## src/rtl/core/rcv_pkg.sv

```systemverilog
`default_nettype none
package rcv_pkg;

  localparam logic [7:0] CharZero = 8'h30;  // '0'
  localparam logic [7:0] CharA    = 8'h41;  // 'A'
  localparam logic [7:0] CharDot  = 8'h2E;  // '.'

  localparam logic [4:0] BaseMin       = 5'd2;
  localparam logic [4:0] BaseMax       = 5'd16;
  localparam logic [4:0] FracDigitsMax = 5'd20;

  typedef struct packed {
    logic [31:0] int_part;
    logic [31:0] frac_part;
    logic [4:0]  base;
  } rcv_in_t;

  typedef struct packed {
    logic [7:0] char_code;
    logic       last;
  } rcv_out_t;

  function automatic logic [7:0] digit_char(input logic [3:0] d);
    logic [7:0] c;
    if (d < 4'd10) begin
      c = CharZero + {4'd0, d};
    end else begin
      c = CharA + {4'd0, d - 4'd10};
    end
    return c;
  endfunction

endpackage
`default_nettype wire

```

## src/rtl/core/radix_string_converter.sv

```systemverilog
`default_nettype none
// Converts an unsigned INT_BITS.FRAC_BITS number to ASCII digits in base 2..16,
// most significant first, one character per out_valid_o strobe with last set on
// the final one. The receiver cannot stall: characters must be taken as shown.
// start is taken while busy is low. Integer digits come from a bit-serial
// divider (a zero integer part skips it and stores the single digit '0');
// they are then read back from the digit store. When the fraction is nonzero,
// the '.' and then the fraction digits follow, up to the digit limit. The
// output follows the state by one register stage.
// cfg_ready_o is always high; write only while idle.
module radix_string_converter import rcv_pkg::*; #(
  parameter int INT_BITS  = 32,
  parameter int FRAC_BITS = 32
) (
  input  wire logic       clk_i,
  input  wire logic       rst_ni,
  input  wire logic       start,
  output logic            busy,
  input  wire rcv_in_t    in_i,
  output logic            out_valid_o,
  output rcv_out_t        out_o,
  input  wire logic       cfg_valid_i,
  output logic            cfg_ready_o,
  input  wire logic [4:0] cfg_data_i
);

  localparam int AddrW = (INT_BITS > 1) ? $clog2(INT_BITS) : 1;
  localparam int CntW  = $clog2(INT_BITS + 1);

  localparam logic [2:0] SIdle    = 3'd0;
  localparam logic [2:0] SDivWait = 3'd1;
  localparam logic [2:0] SRead    = 3'd2;
  localparam logic [2:0] SOut     = 3'd3;
  localparam logic [2:0] SDot     = 3'd4;
  localparam logic [2:0] SFrac    = 3'd5;

  logic [2:0]          state_q, state_d;
  logic [4:0]          cfg_limit_q;
  logic [4:0]          base_q, limit_q, left_q, left_d;
  logic [CntW-1:0]     count_q, count_d;
  logic [AddrW-1:0]    rd_idx_q, rd_idx_d;
  logic [3:0]          rdata_q;
  logic [3:0]          store_q [INT_BITS];
  logic                out_valid_q, out_valid_d;
  rcv_out_t            out_q, out_d;

  logic [4:0]          base_sat, limit_sat;
  logic [INT_BITS-1:0] int_in;
  logic                accept;
  logic                wr_en;
  logic [AddrW-1:0]    wr_addr;
  logic [3:0]          wr_data;

  logic                div_go, div_done;
  logic [INT_BITS-1:0] div_dividend, div_quot;
  logic [4:0]          div_base;
  logic [3:0]          div_rem;

  logic                frac_step, frac_zero, frac_next_zero;
  logic [3:0]          frac_digit;

  assign accept    = start && (state_q == SIdle);
  assign int_in    = in_i.int_part[INT_BITS-1:0];
  assign base_sat  = (in_i.base < BaseMin) ? BaseMin :
                     (in_i.base > BaseMax) ? BaseMax : in_i.base;
  assign limit_sat = (cfg_limit_q > FracDigitsMax) ? FracDigitsMax : cfg_limit_q;

  assign div_go       = (accept && (int_in != '0)) ||
                        ((state_q == SDivWait) && div_done && (div_quot != '0));
  assign div_dividend = (state_q == SIdle) ? int_in : div_quot;
  assign div_base     = (state_q == SIdle) ? base_sat : base_q;

  rcv_div #(.INT_BITS(INT_BITS)) u_div (
    .clk_i      (clk_i),
    .rst_ni     (rst_ni),
    .go_i       (div_go),
    .dividend_i (div_dividend),
    .base_i     (div_base),
    .done_o     (div_done),
    .quot_o     (div_quot),
    .rem_o      (div_rem)
  );

  rcv_fmul #(.FRAC_BITS(FRAC_BITS)) u_fmul (
    .clk_i       (clk_i),
    .load_i      (accept),
    .frac_i      (in_i.frac_part),
    .step_i      (frac_step),
    .base_i      (base_q),
    .zero_o      (frac_zero),
    .digit_o     (frac_digit),
    .next_zero_o (frac_next_zero)
  );

  always_comb begin
    state_d     = state_q;
    count_d     = count_q;
    rd_idx_d    = rd_idx_q;
    left_d      = left_q;
    out_valid_d = 1'b0;
    out_d       = out_q;
    wr_en       = 1'b0;
    wr_addr     = count_q[AddrW-1:0];
    wr_data     = div_rem;
    frac_step   = 1'b0;

    unique case (state_q)
      SIdle: begin
        if (start) begin
          count_d = '0;
          if (int_in == '0) begin
            // zero integer part is the single digit '0'
            wr_en    = 1'b1;
            wr_addr  = '0;
            wr_data  = '0;
            count_d  = CntW'(1);
            rd_idx_d = '0;
            state_d  = SRead;
          end else begin
            state_d = SDivWait;
          end
        end
      end
      SDivWait: begin
        if (div_done) begin
          wr_en   = 1'b1;
          count_d = count_q + 1'b1;
          if (div_quot == '0) begin
            rd_idx_d = count_q[AddrW-1:0];
            state_d  = SRead;
          end
        end
      end
      SRead: begin
        state_d = SOut;
      end
      SOut: begin
        out_valid_d     = 1'b1;
        out_d.char_code = digit_char(rdata_q);
        out_d.last      = (rd_idx_q == '0) && frac_zero;
        if (rd_idx_q != '0) begin
          rd_idx_d = rd_idx_q - 1'b1;
          state_d  = SRead;
        end else begin
          state_d = frac_zero ? SIdle : SDot;
        end
      end
      SDot: begin
        out_valid_d     = 1'b1;
        out_d.char_code = CharDot;
        out_d.last      = (limit_q == '0);
        left_d          = limit_q;
        state_d         = (limit_q == '0) ? SIdle : SFrac;
      end
      SFrac: begin
        out_valid_d     = 1'b1;
        frac_step       = 1'b1;
        out_d.char_code = digit_char(frac_digit);
        out_d.last      = frac_next_zero || (left_q == 5'd1);
        left_d          = left_q - 1'b1;
        if (out_d.last) begin
          state_d = SIdle;
        end
      end
      default: begin
        state_d = SIdle;
      end
    endcase
  end

  always_ff @(posedge clk_i or negedge rst_ni) begin
    if (!rst_ni) begin
      state_q     <= SIdle;
      cfg_limit_q <= FracDigitsMax;
      count_q     <= '0;
      rd_idx_q    <= '0;
      left_q      <= '0;
      out_valid_q <= 1'b0;
    end else begin
      state_q     <= state_d;
      count_q     <= count_d;
      rd_idx_q    <= rd_idx_d;
      left_q      <= left_d;
      out_valid_q <= out_valid_d;
      if (cfg_valid_i) begin
        cfg_limit_q <= cfg_data_i;
      end
    end
  end

  always_ff @(posedge clk_i) begin
    out_q <= out_d;
    if (accept) begin
      base_q  <= base_sat;
      limit_q <= limit_sat;
    end
    if (wr_en) begin
      store_q[wr_addr] <= wr_data;
    end
    if (state_q == SRead) begin
      rdata_q <= store_q[rd_idx_q];
    end
  end

  assign busy        = (state_q != SIdle);
  assign out_valid_o = out_valid_q;
  assign out_o       = out_q;
  assign cfg_ready_o = 1'b1;

endmodule
`default_nettype wire

```

## src/rtl/core/rcv_div.sv

```systemverilog
`default_nettype none
// Bit-serial restoring divider: one quotient bit per cycle.
module rcv_div import rcv_pkg::*; #(
  parameter int INT_BITS = 32
) (
  input  wire logic                clk_i,
  input  wire logic                rst_ni,
  input  wire logic                go_i,
  input  wire logic [INT_BITS-1:0] dividend_i,
  input  wire logic [4:0]          base_i,
  output logic                     done_o,
  output logic [INT_BITS-1:0]      quot_o,
  output logic [3:0]               rem_o
);

  localparam int CntW = (INT_BITS > 1) ? $clog2(INT_BITS) : 1;

  logic [INT_BITS-1:0] acc_q, acc_d;
  logic [3:0]          rem_q, rem_d;
  logic [4:0]          base_q;
  logic [CntW-1:0]     cnt_q;
  logic                run_q, done_q;
  logic [4:0]          rem_shift;
  logic                ge;

  always_comb begin
    rem_shift = {rem_q, acc_q[INT_BITS-1]};
    ge        = (rem_shift >= base_q);
    rem_d     = ge ? 4'(rem_shift - base_q) : rem_shift[3:0];
    acc_d     = {acc_q[INT_BITS-2:0], ge};
  end

  always_ff @(posedge clk_i or negedge rst_ni) begin
    if (!rst_ni) begin
      run_q  <= 1'b0;
      done_q <= 1'b0;
      cnt_q  <= '0;
    end else begin
      done_q <= 1'b0;
      if (go_i) begin
        run_q <= 1'b1;
        cnt_q <= '0;
      end else if (run_q) begin
        cnt_q <= cnt_q + 1'b1;
        if (cnt_q == CntW'(INT_BITS - 1)) begin
          run_q  <= 1'b0;
          done_q <= 1'b1;
        end
      end
    end
  end

  always_ff @(posedge clk_i) begin
    if (go_i) begin
      acc_q  <= dividend_i;
      rem_q  <= '0;
      base_q <= base_i;
    end else if (run_q) begin
      acc_q <= acc_d;
      rem_q <= rem_d;
    end
  end

  assign done_o = done_q;
  assign quot_o = acc_q;
  assign rem_o  = rem_q;

endmodule
`default_nettype wire

```

## src/rtl/core/rcv_fmul.sv

```systemverilog
`default_nettype none
// Fraction register; each step multiplies by the base and peels off one digit.
module rcv_fmul import rcv_pkg::*; #(
  parameter int FRAC_BITS = 32
) (
  input  wire logic        clk_i,
  input  wire logic        load_i,
  input  wire logic [31:0] frac_i,
  input  wire logic        step_i,
  input  wire logic [4:0]  base_i,
  output logic             zero_o,
  output logic [3:0]       digit_o,
  output logic             next_zero_o
);

  localparam int ProdW = FRAC_BITS + 5;

  logic [FRAC_BITS-1:0] frac_q;
  logic [FRAC_BITS-1:0] aligned;
  logic [ProdW-1:0]     prod;

  if (FRAC_BITS > 32) begin : g_wide
    assign aligned = FRAC_BITS'(frac_i) << (FRAC_BITS - 32);
  end else if (FRAC_BITS == 32) begin : g_same
    assign aligned = frac_i;
  end else begin : g_narrow
    assign aligned = frac_i[31 -: FRAC_BITS];
  end

  assign prod        = ProdW'(frac_q) * ProdW'(base_i);
  assign digit_o     = prod[FRAC_BITS+3:FRAC_BITS];
  assign next_zero_o = (prod[FRAC_BITS-1:0] == '0);
  assign zero_o      = (frac_q == '0);

  always_ff @(posedge clk_i) begin
    if (load_i) begin
      frac_q <= aligned;
    end else if (step_i) begin
      frac_q <= prod[FRAC_BITS-1:0];
    end
  end

endmodule
`default_nettype wire

```

## config.mk

```make
export PLATFORM = sky130hd
export DESIGN_NAME = radix_string_converter
export DESIGN_NICKNAME = d
export VERILOG_FILES = /design/src/rtl/core/rcv_pkg.sv /design/src/rtl/core/radix_string_converter.sv /design/src/rtl/core/rcv_div.sv /design/src/rtl/core/rcv_fmul.sv
export SDC_FILE = /design/constraint.sdc
export NUM_CORES = 1
export LEC_CHECK = 0
export ABC_AREA = 1
export BUFFER_PORTS_ARGS = -buffer_cell sky130_fd_sc_hd__buf_2
export CORE_MARGIN = 3
export CORE_UTILIZATION = 43
export DETAILED_ROUTE_END_ITERATION = 7
export PLACE_DENSITY = 0.68
export SYNTH_ARGS = -nofsm -noshare
export SYNTH_HDL_FRONTEND = slang
export SYNTH_SLANG_ARGS = --single-unit
```

## constraint.sdc

```tcl
create_clock -name clk_i -period 5.7 [get_ports clk_i]
set_input_delay 0.57 -clock clk_i [delete_from_list [all_inputs] [get_ports clk_i]]
set_output_delay 0.57 -clock clk_i [all_outputs]
set_load 0.02 [all_outputs]
```

==> impl_metrics.json, run 1 <==
{
  "status": "completed",
  "post_cts.repair.setup_buffers": 0,
  "seq_area_frac_synth_pct": 42.17,
  "clk_latency_ps": 550,
  "post-route-min-period_ps": 5235,
  "worst_slew_pin_slew_ps": 1130,
  "synth.ff_latch_count": 254,
  "setup.worst_path.class": "reg -> reg",
  "post_synth_instance_area_um2": 17630,
  "cts.sinks": 254,
  "ioPinCount": 90,
  "drt-total-wl_um": 44640,
  "area.growth.synth_to_final_pct": 10.40,
  "timing.max_cap.violations": 0,
  "post_synth_inst_count": 2178,
  "detailedRoute.firstIterationViolations": 1007,
  "syn_avg_cell_area_um2": 8.094,
  "total_die_area_um2": 43460,
  "synth-async-reset-ratio_pct": 12.20,
  "final-max-slew-violation-count": 0,
  "grt_pass1_vias": 13890,
  "rows": 73,
  "cts.htree.levels": 1,
  "critical_path.max_fanout": 18,
  "final_instance_area_um2": 19460,
  "pin_count_of_the_biggest_net_entering_global_routing": 69,
  "remaining_drc_errors": 0,
  "worst_path_dominant_cell_family": "adder cells",
  "final_nets": 2470,
  "num_antenna_cells": 0,
  "report.final.hold_viol_count": 0,
  "timing.max_slew.rel_slack_pct": 24.56,
  "synth_flop_cell": "sky130_fd_sc_hd__edfxtp_1",
  "port_buffers": 87,
  "worst-endpoint-arrival_ps": 5530,
  "critical_path_buf_inv_count": 8,
  "fp.dieW_um": 208.5,
  "routed_via_density": 5.127,
  "grt_overflow_total": 0,
  "route.antenna.remaining_nets": 0,
  "initial_utilization_pct": 43.97,
  "clkSlewWorstSetupHoldPaths_ps": 60,
  "cpPeakStageDelay_ps": 730,
  "fmax_achieved_mhz": 191.0,
  "finalClockSkew_ps": 20.03,
  "hold_path_class": "in -> async",
  "crit_slowest_cell": "sky130_fd_sc_hd__edfxtp_1",
  "detailedPlacementHpwl_um": 33330,
  "postSynthNetCount": 2407,
  "yosysWarnings": 0,
  "core-area_um2": 40100,
  "setup_viol": 0,
  "worstSetupEndpointType": "flop",
  "grt_antenna_before_repair": 1,
  "cts_hold_buf": 0,
  "synth.distinct_cells": 57,
  "routed_length_per_instance_um": 16.02,
  "drt-pass1-iter-count": 5,
  "wire_length_of_the_first_global_routing_pass_um": 72590,
  "gr-usage-all-layers_pct": 20.40,
  "setup_tns_ps": 0,
  "required_arrival_time_at_the_worst_endpoint_ps": 6000,
  "routabilityCongestion": 0.9118,
  "final_layout_size_suffix_gt1_share_pct": 8.801,
  "cp-start-kind": "flop",
  "number_of_enable_flip_flop_cells_after_synthesis": 219,
  "route.vias.total": 14290,
  "ctsResizeCount": 0,
  "cts_buffer_count": 28,
  "dpl-instance-area_um2": 18550,
  "post-route-period-util_pct": 91.84,
  "tritoncts": "built",
  "grt_setup_unrepaired": "false",
  "cts.root.buffer_cell": "sky130_fd_sc_hd__clkbuf_16",
  "die_height_um": 208.5,
  "clk_path_buf_depth": 3
}
-- registers in the layout, summed over array words and instances, names as in the netlist, 8 cells and up --
register and flops:
out_o 8, u_fmul.frac_q 32, store_q 128, u_div.quot_o 32
-- area by class of cell --
cell class	count	area, um^2
clock buffer	35	758.2
timing repair buffer	100	533.0
fill	3880	20630
sequential	254	7435
inverter	415	1558
tap	525	656.9
multi-input combinational	1442	8364
clock inverter	15	158.9
-- worst reg2reg max path, cell delays in order, from the launching register on --
cell	delay [ps]
sky130_fd_sc_hd__edfxtp_1	730
sky130_fd_sc_hd__buf_4	340
sky130_fd_sc_hd__nand2_1	70
sky130_fd_sc_hd__inv_1	80
sky130_fd_sc_hd__fa_1	410
sky130_fd_sc_hd__fa_1	490
sky130_fd_sc_hd__inv_1	50
sky130_fd_sc_hd__fa_1	520
sky130_fd_sc_hd__inv_1	40
sky130_fd_sc_hd__ha_1	360
sky130_fd_sc_hd__nand2_1	170
sky130_fd_sc_hd__inv_1	50
sky130_fd_sc_hd__a21oi_1	180
sky130_fd_sc_hd__inv_1	60
sky130_fd_sc_hd__a21oi_1	230
sky130_fd_sc_hd__inv_1	70
sky130_fd_sc_hd__a21oi_1	220
sky130_fd_sc_hd__nand2_1	90
sky130_fd_sc_hd__nand2_1	60
sky130_fd_sc_hd__nand2_1	110
sky130_fd_sc_hd__inv_1	110
sky130_fd_sc_hd__ha_1	190
sky130_fd_sc_hd__xor2_1	150
sky130_fd_sc_hd__nand2_1	70
sky130_fd_sc_hd__nand3_1	80
sky130_fd_sc_hd__nand2_1	60
-- metrics by stage --
step / hold WS (ps) / cells / utilization [%] / setup WS, ps
floorplan: 274.4 / 2178 / - / 1016
global placement: 487.6 / 2736 / 46.25 / 578.9
detailed placement: 496.1 / 2736 / 46.25 / 467.6
CTS: 84.20 / 2786 / 48.54 / 439.0
global route: 125.1 / 2786 / 48.54 / 25.33
finish: 73.06 / 2786 / 48.54 / 465.3
-- cells by family after synthesis --
group / count (synthesis) / synth area share, %
AOI/OAI and AO/OA: 265 / 8.389
xor gates and xnor gates: 18 / 0.9794
adders and majority gates: 151 / 14.55
buffers and inverters: 482 / 10.40
DFF: 254 / 42.17
other: 2 / 0.04260
and+or+nand+nor: 1006 / 23.46
-- layout by cell type, fill, tap and decap left out, drive strengths merged, types with 4 or more instances in the layout --
master / n
xor2: 16
nand4: 14
nor4: 22
nor2: 242
nand3b: 6
fa: 90
edfxtp: 219
buf: 100
nand2: 636
o22ai: 42
a31oi: 23
inv: 413
and2: 4
ha: 61
a21oi: 57
o21ai: 123
clkbuf: 35
dfxtp: 4
nor3: 20
nand3: 58
clkinv: 14
dfrtp: 29
-- final timing paths --
| path | endpoint | from | slack (ps) | depth (start not counted) |
|---|---|---|---|---|
| hold reg to reg | u_div.rem_o[3] | u_div.rem_o[3] | 510 | 2 |
| hold / removal | out_valid_o | rst_ni | 70 | 1 |
| setup / recovery | out_o[3] | base_q[2] | 470 | 25 |
| max in group asynchronous | u_div.cnt_q[0] | rst_ni | 5140 | 1 |
| setup reg to reg | out_o[3] | base_q[2] | 470 | 25 |
| min in group clk_i | cfg_limit_q[4] | cfg_data_i[4] | 230 | 3 |
-- cell usage after synthesis, types with 3 or more instances --
library cell,number,share of area (%)
sky130_fd_sc_hd__nor4_1,22,0.78
sky130_fd_sc_hd__o21bai_1,3,0.13
sky130_fd_sc_hd__nor3_2,6,0.34
sky130_fd_sc_hd__nand2_2,15,0.53
sky130_fd_sc_hd__fa_1,90,10
sky130_fd_sc_hd__nor2_1,234,5.0
sky130_fd_sc_hd__o21ai_1,7,0.20
sky130_fd_sc_hd__edfxtp_1,219,37
sky130_fd_sc_hd__nand3_1,53,1.5
sky130_fd_sc_hd__o22ai_1,41,1.5
sky130_fd_sc_hd__nand4_1,14,0.50
sky130_fd_sc_hd__dfrtp_1,29,4.1
sky130_fd_sc_hd__inv_1,397,8.5
sky130_fd_sc_hd__a21oi_1,56,1.6
sky130_fd_sc_hd__nor2_2,6,0.21
sky130_fd_sc_hd__o32ai_1,3,0.15
sky130_fd_sc_hd__inv_2,16,0.34
sky130_fd_sc_hd__buf_1,4,0.085
sky130_fd_sc_hd__ha_1,61,4.3
sky130_fd_sc_hd__o211ai_1,3,0.13
sky130_fd_sc_hd__xor2_1,14,0.70
sky130_fd_sc_hd__dfxtp_1,4,0.45
sky130_fd_sc_hd__nand3b_1,6,0.26
sky130_fd_sc_hd__buf_2,8,0.23
sky130_fd_sc_hd__nand2_1,620,13
sky130_fd_sc_hd__clkbuf_1,52,1.1
sky130_fd_sc_hd__a31oi_1,23,0.82
sky130_fd_sc_hd__nor3_1,14,0.40
sky130_fd_sc_hd__nand3_2,5,0.28
sky130_fd_sc_hd__o21ai_0,116,3.3
-- metal layers --
metal / wire (um) / GRT usage (%)
met1: 19560 / 28.15
met2: 21170 / 33.88
met3: 2996 / 3.227
met4: 904 / 5.022
met5: 13 / 0
Power of run 1 is left out: the tool's default activity adds up to more than one toggle a clock period on the data nets, which glitch-free logic cannot reach.
==> inputs of run 2 (changes only) <==
Settings changed: CTS_BUF_LIST set to sky130_fd_sc_hd__clkbuf_8.
==> run 2 against run 1 <==
Cell area is 0.33% higher. Worst setup slack worse by 11 ps. Utilization increased by 0.16 points. Critical path depth did not move. Register-to-register slack barely moved. Clock skew is 16 ps higher. Via count up 1.0%. Largest cell class unchanged.
==> impl_metrics.json, run 2 (synthesized netlist as in run 1, its figures left out) <==
{
  "status": "completed",
  "setup.worst_path.class": "reg -> reg",
  "worstSetupEndpointType": "flop",
  "cts_buffer_count": 43,
  "wire_length_of_the_first_global_routing_pass_um": 73230,
  "cp-start-kind": "flop",
  "port_buffers": 87,
  "clk_path_buf_depth": 3,
  "remaining_drc_errors": 0,
  "route.met3.wl_um": 3359,
  "rows": 73,
  "finalClockSkew_ps": 35.93,
  "cts.htree.levels": 2,
  "drt-pass1-iter-count": 7,
  "detailedRoute.firstIterationViolations": 1018,
  "fmax_achieved_mhz": 190.6,
  "worst-endpoint-arrival_ps": 5550,
  "hold_path_class": "in -> async",
  "grt_overflow_total": 0,
  "gr-usage-all-layers_pct": 20.71,
  "fin_worst_hold_slack_ps": 65.10,
  "core-area_um2": 40100,
  "detailedPlacementHpwl_um": 33330,
  "cts_hold_buf": 0,
  "critical_path.max_fanout": 17,
  "clkSlewWorstSetupHoldPaths_ps": 60,
  "timing.max_slew.rel_slack_pct": 23.09,
  "wl_on_met1_um": 19700,
  "clk_latency_ps": 570,
  "worstReg2RegStart": "base_q[3]",
  "grt_setup_unrepaired": "false",
  "final_non_filler_cells": 2819,
  "largest-register": "store_q",
  "layout_commonest_cell": "sky130_fd_sc_hd__nand2_1",
  "report.final.hold_viol_count": 0,
  "final-max-slew-violation-count": 0,
  "timing.max_cap.violations": 0,
  "initial_utilization_pct": 43.97,
  "placed_instance_count": 2736,
  "met2RoutedLength_um": 21130,
  "die_height_um": 208.5,
  "worst_slew_pin_slew_ps": 1152,
  "grt_pass1_vias": 14110,
  "post-route-min-period_ps": 5246,
  "routabilityCongestion": 0.9118,
  "setup_viol": 0,
  "setup_tns_ps": 0,
  "cts.root.buffer_cell": "sky130_fd_sc_hd__clkbuf_8",
  "num_antenna_cells": 0,
  "most-common-layout-cells": "sky130_fd_sc_hd__nand2_1, sky130_fd_sc_hd__inv_1, sky130_fd_sc_hd__nor2_1, sky130_fd_sc_hd__edfxtp_1, sky130_fd_sc_hd__o21ai_0",
  "slack_of_the_worst_reg_to_reg_path_ps": 450,
  "drt-total-wl_um": 45230,
  "regToRegEndpoint": "out_o[3]",
  "cts.sinks": 254,
  "ctsResizeCount": 0,
  "post-route-period-util_pct": 92.03,
  "final_nets": 2490,
  "required_arrival_time_at_the_worst_endpoint_ps": 6000,
  "final_layout_size_suffix_gt1_share_pct": 9.808,
  "grt_antenna_before_repair": 1,
  "routed.top_layer": "met5",
  "route.vias.total": 14430,
  "routed_length_per_instance_um": 16.05,
  "fp.dieW_um": 208.5,
  "ioPinCount": 90,
  "total_die_area_um2": 43460,
  "tritoncts": "built",
  "route.antenna.remaining_nets": 0,
  "worstRegToRegCells": 25,
  "area.growth.synth_to_final_pct": 10.77,
  "pin_count_of_the_biggest_net_entering_global_routing": 69,
  "critical_path.startpoint": "base_q[3]",
  "largest_register_ffs": 128,
  "routed_via_density": 5.119
}
[run 2: final cells by class]
cell class / instances / area [um^2]
Tap cell: 525 / 656.9
Multi-Input combinational cell: 1442 / 8364
Timing Repair Buffer: 105 / 570.5
Clock buffer: 45 / 619.3
Sequential cell: 254 / 7435
Inverter: 415 / 1558
Fill cell: 3892 / 20570
Clock inverter: 33 / 325.3
[run 2: per-layer routing]
layer	GRT usage [%]	vias up
met5	0	-
met2	34.28	500
li1	-	7078
met3	3.845	70
met1	27.97	6780
met4	5.906	2
[run 2: what timing repair did]
action,4_1_cts,5_1_grt
endpoints found under the hold margin,0,0
setup endpoints to repair,0,2
buffers inserted,0,5
[run 2: metrics by stage]
| step | setup slack, ps | area (um^2) | utilization [%] |
|---|---|---|---|
| 2_1_floorplan | 1016 | 17630 | - |
| 3_3_place_gp | 578.9 | 18550 | 46.25 |
| 3_5_place_dp | 467.6 | 18550 | 46.25 |
| 4_1_cts | 433.0 | 19490 | 48.61 |
| 5_1_grt | 40.10 | 19530 | 48.70 |
| 6_report | 454.1 | 19530 | 48.70 |
[run 2: worst max path at each step]
stage,to,depth (start not counted)
4_1_cts,out_o[3],25
3_5_place_dp,out_o[3],25
3_3_place_gp,out_o[3],24
2_1_floorplan,out_o[3],25
6_report,out_o[3],25
5_1_grt,out_o[3],25
[run 2: critical path: stages, from the launching register on]
cell and delay, ps:
sky130_fd_sc_hd__edfxtp_1 680, sky130_fd_sc_hd__buf_4 330, sky130_fd_sc_hd__nand2_1 70, sky130_fd_sc_hd__inv_1 80
sky130_fd_sc_hd__fa_1 430, sky130_fd_sc_hd__fa_1 490, sky130_fd_sc_hd__inv_1 50, sky130_fd_sc_hd__fa_1 520
sky130_fd_sc_hd__inv_1 40, sky130_fd_sc_hd__ha_1 360, sky130_fd_sc_hd__nand2_1 170, sky130_fd_sc_hd__inv_1 50
sky130_fd_sc_hd__a21oi_1 200, sky130_fd_sc_hd__inv_1 60, sky130_fd_sc_hd__a21oi_1 220, sky130_fd_sc_hd__inv_1 70
sky130_fd_sc_hd__a21oi_1 230, sky130_fd_sc_hd__nand2_1 90, sky130_fd_sc_hd__nand2_1 60, sky130_fd_sc_hd__nand2_1 110
sky130_fd_sc_hd__inv_1 120, sky130_fd_sc_hd__ha_1 190, sky130_fd_sc_hd__xor2_1 150, sky130_fd_sc_hd__nand2_1 70
sky130_fd_sc_hd__nand3_1 80, sky130_fd_sc_hd__nand2_1 60
Power of run 2 is left out for the same reason.
==> inputs of run 3 (changes only) <==
--- a/config.mk
+++ b/config.mk
@@ -8,2 +8,3 @@
 export ABC_AREA = 1
+export ABC_CLOCK_PERIOD_IN_PS = 5700
 export BUFFER_PORTS_ARGS = -buffer_cell sky130_fd_sc_hd__buf_2
@@ -13,2 +14,3 @@
 export DETAILED_ROUTE_END_ITERATION = 7
+export GPL_TIMING_DRIVEN = 0
 export PLACE_DENSITY = 0.68
--- a/constraint.sdc
+++ b/constraint.sdc
@@ -3,2 +3,2 @@
 set_output_delay 0.57 -clock clk_i [all_outputs]
-set_load 0.02 [all_outputs]
+set_load 0.005 [all_outputs]
==> run 3 against run 2 <==
Global-route usage up 2.0 points. Critical endpoint unchanged. Sequential cell count unchanged. Fmax down 1.5%. Cell area up 0.52%. Critical path depth up 1. Hold slack worse by 18 ps. Utilization up 0.25 points.
==> impl_metrics.json, run 3 (synthesized netlist as in run 1, its figures left out) <==
{
  "final-max-slew-violation-count": 0,
  "critical-path-top-cell-by-count": "sky130_fd_sc_hd__nand2_1",
  "crit_slowest_cell": "sky130_fd_sc_hd__fa_1",
  "tritoncts": "built",
  "worst_slew_pin_slew_ps": 1142,
  "drt-total-wl_um": 49450,
  "largest-register": "store_q",
  "detailedPlacementHpwl_um": 37500,
  "cts_buffer_count": 46,
  "report.final.hold_viol_count": 0,
  "groute.layer.met2.usage_pct": 38.44,
  "rows": 73,
  "finalClockSkew_ps": 43.88,
  "required_arrival_time_at_the_worst_endpoint_ps": 6040,
  "critical_path.max_fanout": 10,
  "clk_path_buf_depth": 3,
  "grt_setup_unrepaired": "false",
  "pin_count_of_the_biggest_net_entering_global_routing": 33,
  "total_die_area_um2": 43460,
  "cts.htree.levels": 2,
  "grt_pass1_vias": 14710,
  "cpPeakStageDelay_ps": 540,
  "routabilityCongestion": 0.9398,
  "layout_commonest_cell": "sky130_fd_sc_hd__nand2_1",
  "route.vias.total": 14720,
  "clk_latency_ps": 630,
  "final_layout_size_suffix_gt1_share_pct": 9.633,
  "detailedRoute.firstIterationViolations": 1148,
  "slack_of_the_worst_reg_to_reg_path_ps": 370,
  "largest_register_ffs": 128,
  "most-common-layout-cells": "sky130_fd_sc_hd__nand2_1, sky130_fd_sc_hd__inv_1, sky130_fd_sc_hd__nor2_1, sky130_fd_sc_hd__edfxtp_1, sky130_fd_sc_hd__o21ai_0",
  "cts.root.buffer_cell": "sky130_fd_sc_hd__clkbuf_8",
  "setup_tns_ps": 0,
  "wire_length_of_the_first_global_routing_pass_um": 78400,
  "setup_viol": 0,
  "nFillCells": 3925,
  "critical_path_buf_inv_count": 7,
  "area.growth.synth_to_final_pct": 11.35,
  "regToRegEndpoint": "out_o[3]",
  "fp.dieW_um": 208.5,
  "core-area_um2": 40100,
  "status": "completed",
  "post_cts.repair.setup_buffers": 0,
  "route.antenna.remaining_nets": 0,
  "timing.max_cap.violations": 0,
  "cp-start-kind": "flop",
  "final_nets": 2542,
  "worstReg2RegStart": "base_q[4]",
  "setup.worst_path.class": "reg -> reg",
  "die_height_um": 208.5,
  "post-route-min-period_ps": 5328,
  "gr-usage-all-layers_pct": 22.68,
  "grt_overflow_total": 0,
  "grt.met1_usage_pct": 29.65,
  "timing.max_slew.rel_slack_pct": 23.90,
  "routed_via_density": 5.126,
  "worst-endpoint-arrival_ps": 5660,
  "num_antenna_cells": 0,
  "fmax_achieved_mhz": 187.7,
  "worst_path_dominant_cell_family": "adder cells",
  "grt_antenna_before_repair": 3,
  "drt-pass1-iter-count": 6,
  "initial_utilization_pct": 43.97,
  "grt.busiest_layer": "met2",
  "ioPinCount": 90,
  "worstRegToRegCells": 26,
  "clkSlewWorstSetupHoldPaths_ps": 50,
  "routed_length_per_instance_um": 17.22,
  "gr-usage-met3_pct": 3.543,
  "remaining_drc_errors": 0,
  "cts.sinks": 254,
  "worstSetupEndpointType": "flop",
  "utilization_pct": 48.96,
  "post-route-period-util_pct": 93.48,
  "port_buffers": 86,
  "hold_path_class": "in -> async"
}
-- run 3: cell types whose count changed in the layout (fill, tap and decap cells not counted), moves of 2 or more --
| cell | previous run | this run |
|---|---|---|
| sky130_fd_sc_hd__buf_12 | 0 | 2 |
| sky130_fd_sc_hd__buf_2 | 87 | 96 |
| sky130_fd_sc_hd__inv_1 | 408 | 417 |
| sky130_fd_sc_hd__clkinv_2 | 7 | 3 |
| sky130_fd_sc_hd__clkbuf_8 | 45 | 50 |
| sky130_fd_sc_hd__buf_1 | 0 | 4 |
| sky130_fd_sc_hd__clkbuf_1 | 0 | 42 |
| sky130_fd_sc_hd__bufinv_16 | 7 | 0 |
| sky130_fd_sc_hd__clkbuf_2 | 0 | 5 |
| sky130_fd_sc_hd__buf_4 | 18 | 2 |
| sky130_fd_sc_hd__clkbuf_4 | 0 | 2 |
-- run 3: what timing repair did --
item,4_1_cts,5_1_grt
setup endpoints to repair,1,10
hold buffers,0,0
resized for setup,1,25
-- run 3: worst register-to-register path: stages, from the launching register on --
cell and delay (ps):
sky130_fd_sc_hd__edfxtp_1 380, sky130_fd_sc_hd__buf_6 150, sky130_fd_sc_hd__clkbuf_2 280, sky130_fd_sc_hd__nand2_1 140, sky130_fd_sc_hd__inv_1 60, sky130_fd_sc_hd__fa_1 500
sky130_fd_sc_hd__fa_1 540, sky130_fd_sc_hd__inv_1 60, sky130_fd_sc_hd__fa_1 540, sky130_fd_sc_hd__inv_1 50, sky130_fd_sc_hd__ha_1 360, sky130_fd_sc_hd__nand2_1 180
sky130_fd_sc_hd__inv_2 50, sky130_fd_sc_hd__nand2_1 60, sky130_fd_sc_hd__nand2_1 100, sky130_fd_sc_hd__o21bai_1 170, sky130_fd_sc_hd__nand2_1 130, sky130_fd_sc_hd__nand3_1 180
sky130_fd_sc_hd__a21oi_2 190, sky130_fd_sc_hd__nand2_1 70, sky130_fd_sc_hd__nand2_1 110, sky130_fd_sc_hd__inv_2 70, sky130_fd_sc_hd__ha_1 320, sky130_fd_sc_hd__xor2_1 160
sky130_fd_sc_hd__nand2_1 70, sky130_fd_sc_hd__nand3_1 90, sky130_fd_sc_hd__nand2_1 70
-- run 3: layout make-up --
cell class	instances	area [um^2]	area share (%)
clock buffer	50	688.2	3.506
buffer	66	289.0	1.472
tap	525	656.9	3.346
multi-input combinational	1442	8383	42.71
timing repair buffer	88	470.5	2.397
sequential	254	7435	37.87
inverter	415	1558	7.935
clock inverter	31	150.1	0.7649
-- run 3: how the worst max path moves through the flow --
stage	start	end	cells after the start
3_5_place_dp	base_q[4]	out_o[3]	25
5_1_grt	base_q[4]	out_o[4]	30
4_1_cts	base_q[3]	out_o[3]	25
6_report	base_q[4]	out_o[3]	26
3_3_place_gp	in_i[53]	u_div.quot_o[26]	8
2_1_floorplan	base_q[3]	out_o[3]	25
-- run 3: routing by layer --
metal,vias up,wire length [um]
li1,7194,-
met1,6913,21330
met2,500,23480
met3,107,2991
met4,2,1632
met5,-,13
-- run 3: through the flow --
stage	setup WS [ps]	hold slack, ps	std cells	instance area (um^2)
final	371.6	46.74	2871	19630
after global routing	11.19	85.74	2871	19630
after CTS	5.162	36.92	2872	19610
after detailed placement	28.23	480.3	2791	18770
after global placement	-368.5	482.4	2789	18720
after floorplan	1016	274.4	2178	17630
Power of run 3 is left out for the same reason.
